**config.mk**
```make
export PLATFORM = sky130hd
export DESIGN_NAME = relay_contact_fault_monitor_unit
export DESIGN_NICKNAME = d
export VERILOG_FILES = /design/src/hw/rtl/rcfm_pkg.sv /design/src/hw/rtl/rcfm_core.sv /design/src/hw/rtl/relay_contact_fault_monitor_unit.sv
export SDC_FILE = /design/constraint.sdc
export NUM_CORES = 1
export LEC_CHECK = 0
export ABC_AREA = 1
export BUFFER_PORTS_ARGS = -buffer_cell sky130_fd_sc_hd__buf_2
export CORE_ASPECT_RATIO = 0.5
export CORE_MARGIN = 3
export CORE_UTILIZATION = 40
export CTS_BUF_LIST = sky130_fd_sc_hd__clkbuf_2 sky130_fd_sc_hd__clkbuf_4 sky130_fd_sc_hd__clkbuf_8
export CTS_CLUSTER_SIZE = 30
export DETAILED_ROUTE_END_ITERATION = 8
export PLACE_DENSITY_LB_ADDON = 0.12
export RECOVER_POWER = 100
export SLEW_MARGIN = 20
export SYNTH_ARGS = -nofsm -noshare
export SYNTH_HDL_FRONTEND = slang
export SYNTH_HIERARCHICAL = 1
export SYNTH_SLANG_ARGS = --single-unit
```
**constraint.sdc**
```tcl
create_clock -name clk -period 2.6 [get_ports clk]
set_clock_uncertainty 0.1 [all_clocks]
set_input_delay 0.26 -clock clk [delete_from_list [all_inputs] [get_ports clk]]
set_output_delay 0.26 -clock clk [all_outputs]
set_load 0.05 [all_outputs]
```
**src/hw/rtl/rcfm_pkg.sv**
```systemverilog
`default_nettype none
// ----------------------------------------------------------------------------
// rcfm_pkg
// Shared types and constants of the relay contact fault monitor.
// ----------------------------------------------------------------------------
package rcfm_pkg;

    localparam int unsigned HISTORY_BITS_DEFAULT = 16;
    localparam int unsigned SETTLE_WIDTH         = 16;
    localparam logic [SETTLE_WIDTH-1:0] SETTLE_TICKS_RESET = 16'd1000;

    typedef enum logic [1:0] {
        ST_UNKNOWN      = 2'd0,
        ST_OK           = 2'd1,
        ST_GROUND_FAULT = 2'd2,
        ST_STUCK_RELAY  = 2'd3
    } status_t;

    typedef struct packed {
        logic sense_a_n;
        logic sense_b_n;
        logic enable_request;
        logic check_request;
    } in_item_t;

    typedef struct packed {
        logic    relay_drive;
        status_t status;
        logic    ac_present;
        logic    charge_event;
    } out_item_t;

endpackage : rcfm_pkg
`default_nettype wire

```
**src/hw/rtl/rcfm_core.sv**
```systemverilog
`default_nettype none
// ----------------------------------------------------------------------------
// rcfm_core
// Relay state, settle counter, sense history and status classification.
// The state advances by one tick whenever step is high.
// ----------------------------------------------------------------------------
module rcfm_core
    import rcfm_pkg::*;
#(
    parameter int unsigned HISTORY_BITS = HISTORY_BITS_DEFAULT
) (
    input  wire logic                    clk,
    input  wire logic                    rst_n,
    input  wire logic                    step,
    input  wire in_item_t                item,
    input  wire logic [SETTLE_WIDTH-1:0] settle_ticks,
    output out_item_t                    result
);

    status_t                   status_reg;
    status_t                   status_next;
    logic                      relays_on_reg;
    logic                      relays_on_next;
    logic [HISTORY_BITS-1:0]   hist_reg;
    logic [HISTORY_BITS-1:0]   hist_next;
    logic [SETTLE_WIDTH-1:0]   settle_reg;
    logic [SETTLE_WIDTH-1:0]   settle_next;
    logic                      change;
    logic                      sample;
    logic                      active;
    logic                      evaluate;

    always_comb
    begin
        change         = item.enable_request != relays_on_reg;
        relays_on_next = item.enable_request;
        if (change)
        begin
            settle_next = '0;
        end
        else if (settle_reg != '1)
        begin
            settle_next = settle_reg + SETTLE_WIDTH'(1);
        end
        else
        begin
            settle_next = settle_reg;
        end

        sample    = !item.sense_a_n || !item.sense_b_n;
        hist_next = {hist_reg[HISTORY_BITS-2:0], sample};
        active    = |hist_next;

        evaluate = item.check_request
                   && (status_reg == ST_UNKNOWN || status_reg == ST_OK)
                   && (settle_next >= settle_ticks);

        status_next = status_reg;
        if (evaluate)
        begin
            if (relays_on_next)
            begin
                status_next = active ? ST_OK : ST_GROUND_FAULT;
            end
            else
            begin
                status_next = active ? ST_STUCK_RELAY : ST_OK;
            end
        end

        result.relay_drive  = relays_on_next;
        result.status       = status_next;
        result.ac_present   = active;
        result.charge_event = change;
    end

    always_ff @(posedge clk or negedge rst_n)
    begin
        if (!rst_n)
        begin
            status_reg    <= ST_UNKNOWN;
            relays_on_reg <= 1'b0;
            hist_reg      <= '0;
            settle_reg    <= '0;
        end
        else if (step)
        begin
            status_reg    <= status_next;
            relays_on_reg <= relays_on_next;
            hist_reg      <= hist_next;
            settle_reg    <= settle_next;
        end
    end

    // A fault, once reported, holds until reset.
    a_fault_latched: assert property (@(posedge clk) disable iff (!rst_n)
        (status_reg == ST_GROUND_FAULT || status_reg == ST_STUCK_RELAY)
        |=> (status_reg == $past(status_reg)))
        else $error("relay fault status left its latched value");

    a_change_clears: assert property (@(posedge clk) disable iff (!rst_n)
        (step && change) |=> (settle_reg == '0 && $fell(relays_on_reg) != $rose(relays_on_reg)))
        else $error("relay change did not clear the settle counter");

    a_settle_count: assert property (@(posedge clk) disable iff (!rst_n)
        (step && !change && settle_reg != '1)
        |=> (settle_reg == $past(settle_reg) + SETTLE_WIDTH'(1)))
        else $error("settle counter did not advance");

    a_history_sample: assert property (@(posedge clk) disable iff (!rst_n)
        step |=> (hist_reg[0] == $past(!item.sense_a_n || !item.sense_b_n)))
        else $error("sense history did not take the new sample");

endmodule : rcfm_core
`default_nettype wire

```
**src/hw/rtl/relay_contact_fault_monitor_unit.sv**
```systemverilog
`default_nettype none
// ----------------------------------------------------------------------------
// relay_contact_fault_monitor_unit
// An accepted item passes from the input register to the result register.
// Throughput: one item per cycle while out_ready does not stall the output,
// set by the single update of the relay state. Each register holds one item.
// Reset clears the relay state, history, settle counter and valid flags, and
// loads settle_ticks with 1000.
// ----------------------------------------------------------------------------
module relay_contact_fault_monitor_unit
    import rcfm_pkg::*;
#(
    parameter int unsigned HISTORY_BITS = HISTORY_BITS_DEFAULT
) (
    input  wire logic                    clk,
    input  wire logic                    rst_n,
    input  wire logic                    in_valid,
    output logic                         in_ready,
    input  wire in_item_t                in_item,
    output logic                         out_valid,
    input  wire logic                    out_ready,
    output out_item_t                    out_item,
    input  wire logic                    cfg_we,
    input  wire logic [SETTLE_WIDTH-1:0] cfg_wdata
);

    logic [SETTLE_WIDTH-1:0] settle_ticks_reg;
    logic                    s1_valid_reg;
    in_item_t                s1_item_reg;
    logic                    out_valid_reg;
    out_item_t               out_item_reg;
    out_item_t               result;
    logic                    advance;

    assign advance   = s1_valid_reg && (!out_valid_reg || out_ready);
    assign in_ready  = !s1_valid_reg || advance;
    assign out_valid = out_valid_reg;
    assign out_item  = out_item_reg;

    always_ff @(posedge clk or negedge rst_n)
    begin
        if (!rst_n)
        begin
            settle_ticks_reg <= SETTLE_TICKS_RESET;
        end
        else if (cfg_we)
        begin
            settle_ticks_reg <= cfg_wdata;
        end
    end

    always_ff @(posedge clk or negedge rst_n)
    begin
        if (!rst_n)
        begin
            s1_valid_reg  <= 1'b0;
            out_valid_reg <= 1'b0;
        end
        else
        begin
            if (in_ready)
            begin
                s1_valid_reg <= in_valid;
            end
            if (advance)
            begin
                out_valid_reg <= 1'b1;
            end
            else if (out_ready)
            begin
                out_valid_reg <= 1'b0;
            end
        end
    end

    always_ff @(posedge clk)
    begin
        if (in_valid && in_ready)
        begin
            s1_item_reg <= in_item;
        end
        if (advance)
        begin
            out_item_reg <= result;
        end
    end

    rcfm_core #(
        .HISTORY_BITS (HISTORY_BITS)
    ) u_core (
        .clk          (clk),
        .rst_n        (rst_n),
        .step         (advance),
        .item         (s1_item_reg),
        .settle_ticks (settle_ticks_reg),
        .result       (result)
    );

endmodule : relay_contact_fault_monitor_unit
`default_nettype wire

```
==> reports/summary.txt <==
Vias in the first global route: 2877
TNS Setup: -0.4989 ns
Failing checks: negative setup slack
ANT nets after route: 0
CTS tree: built
Global-route wire length before repair: 13.91 mm
Buf/Inv on CP: 1
Row cnt: 23
Die ar.: 0.01001 mm²
CP cell instances: ha_4 > nand3_4 > nor3_4 > nand3_4 > buf_4 > a21oi_2 > o21ai_2 > ha_1 > nand4_1 > nor2_1 > nor2_1 > nand2_1 > nand2_1 > nand2_2 > nand3_2 > and2_1
Final worst path period need: 2.820 ns
Routed via count: 2867
Synth warn: 6
Clock root cell: clkbuf_8
Avg Cell Area, Syn: 8.446 µm²
Net Count, Synth: 459
Seq cells post-synth: 61
Syn Std Cell Area: 0.003513 mm²
Antenna Cells: 0
RSZ-0062 raised after global routing: true
Place WS: -0.2098 ns
Max Buffers Root-to-Sink: 2
Setup crit start kind: flop
Gate count of the mapped netlist: 416
Final Hold Fails: 0
Synthesis-to-layout area growth: 25.50%
Post-synthesis cell type count: 42
Max cap viols: 0
Leakage power total: 0.002229 µW
Arr. time, crit path: 2.82 ns
Slowest cell delay on critical path: 0.43 ns
Vias/cell: 4.677
Ys flop type: dfrtp_1
Later-pin clock latency in the skew report: 0.34 ns
Slowest-stage cell, CP: dfrtp_1
Port-buffer cells: 31
Max Clock Freq: 354.6 MHz
Asr flop ratio synth: 0.8525
DRC violations left: 0
Starting density of the core: 0.4254
Pins Over Slew Limit: 0
WL final: 8.014 mm
Reg clk slew, reported paths: 0.07 ns
Number of antenna violations at the first check in global routing: 0
Family with the most delay on the worst path: simple AND/OR/NAND/NOR gates
Post-synth EDFFs: 9
Pwr per Cell Area: 554.7 mW/mm²
DPL Wire Length: 5.897 mm
Layout cells sized above 1: 0.3054
All-Layer GR Usage: 0.1746
Die X: 138.5 µm
Pin count of the biggest net entering global routing: 38
Final critical-path setup slack: -0.2197 ns
Critical path class: reg -> reg
Final setup violation count: 4
Pre-antenna DRT Iters: 4
Routed WL per cell: 13.07 µm
Fin crit share: 1.085
Cts bufs inserted: 9
# clock sinks: 61
CP required: 2.60 ns
Worst vdd ir: 0.0002576 V
GRT overflow: 0
I/O pin total: 32
Number of cells after detailed placement: 583
Worst Max-Slew Pin Slew: 1.489 ns
Core Region: 0.008259 mm²
RePlAce Congestion: 0.9344
H-Tree Level Count: 3
Fin nets: 539
Power, Total: 2446 µW
Detailed Route Iter0 Violations: 171
Worst slew margin: 0.007592
Die height: 72.27 µm
Seq/Total Area, Yosys: 0.4494
Final Non-Filler Cells: 613
Crit path max fanout: 7
Status: finished, violations left
Min-delay worst type: in -> reg
Endpoint class of the critical path: flop
[worst min-delay path: cells and delay by family]
kind	cells	cell delay [ns]
buf+inv	1	0.07
compound gates	1	0.05
simple gates	1	0.04
[layout make-up]
| class | count | area, µm² |
|---|---|---|
| Tap cell | 112 | 140.1 |
| Timing Repair Buffer | 83 | 563.0 |
| Sequential cell | 61 | 1580 |
| Clock buffer | 9 | 123.9 |
| Multi-Input combinational cell | 262 | 1663 |
| Clock inverter | 7 | 41.29 |
| Fill cell | 749 | 3850 |
| Inverter | 79 | 297.8 |
[cells in the mapped netlist (4+ instances only)]
cell type | n | share of area
nand2_1 | 111 | 0.12
o21ai_1 | 9 | 0.013
nand2_2 | 5 | 0.0089
inv_1 | 73 | 0.078
ha_1 | 18 | 0.064
o21ai_2 | 8 | 0.020
nand3_1 | 13 | 0.019
dfstp_2 | 6 | 0.045
nor2_1 | 11 | 0.012
xor2_1 | 4 | 0.010
a21oi_1 | 8 | 0.011
nor3_1 | 4 | 0.0057
clkbuf_1 | 6 | 0.0064
edfxtp_1 | 9 | 0.077
buf_6 | 4 | 0.013
o21ai_0 | 31 | 0.044
nand4_1 | 5 | 0.0089
nor2_2 | 4 | 0.0071
dfrtp_1 | 46 | 0.33
inv_2 | 4 | 0.0043
[stage by stage]
stage	hold slack (ns)	instance area, µm²	utilization
CTS	0.00004247	4342	0.5257
finish	0.02130	4409	0.5339
global placement	0.2116	4040	0.4892
floorplan	-0.1356	3526	-
detailed placement	0.2253	4040	0.4892
global route	0.02137	4409	0.5339
[power by group]
group / internal, µW / switching (µW) / total (µW)
Combinational: 218 / 319 / 537
Clock: 338 / 383 / 721
Sequential: 1100 / 88.3 / 1190
[kinds of logic (layout without fill, tap and decap cells)]
logic type,Yosys count,after routing,synth area share
and+or+nand+nor,176,176,0.2454
buffers and inverters,93,178,0.1118
AOI/OAI and AO/OA,62,62,0.1090
DFF,61,61,0.4494
adders and majority gates,18,18,0.06410
xor gates and xnor gates,6,6,0.02030
[worst paths after layout]
check	to	slack (ns)	startpoint	depth (start not counted)
setup / recovery	out_item[2]	-0.22	u_core/settle_reg[0]	16
max in group asynchronous	u_core/settle_reg[15]	0.35	rst_n	3
setup reg to reg	out_item[2]	-0.22	u_core/settle_reg[0]	16
hold reg to reg	settle_ticks_reg[9]	0.37	settle_ticks_reg[9]	2
min in group asynchronous	u_core/hist_reg[10]	0.71	rst_n	2
hold / removal	settle_ticks_reg[0]	0.02	cfg_wdata[0]	3
[placed cells by master, fill, tap and decap left out, types with 7 or more instances in the layout]
cell           Yosys  layout
buf_2              1      23
buf_4              3      39
clkbuf_1           6      10
clkbuf_8           0       9
dfrtp_1           46      45
dlygate4sd3_1      0       7
edfxtp_1           9       9
ha_1              18      14
inv_1             73      70
inv_2              4       7
nand2_1          111     104
nand2_2            5      11
nand3_1           13       9
nand3_2            3       7
nor2_1            11      10
o21ai_0           31      35
o21ai_1            9       8
[routing by layer]
layer,part of all wire,vias up,GRT usage
li1,-,1471,-
met1,0.50,1323,0.2524
met2,0.42,68,0.2565
met4,0.0064,0,0.04491
met3,0.074,5,0.05398
met5,0,-,0
[timing repair]
action	in CTS	in global routing
gates resized for setup	8	22
buffers inserted	5	2
setup endpoints to repair	4	4
pin swaps	2	18
hold endpoints to repair	25	1
hold buffers	6	1
(Power assumes the default switching activity.)
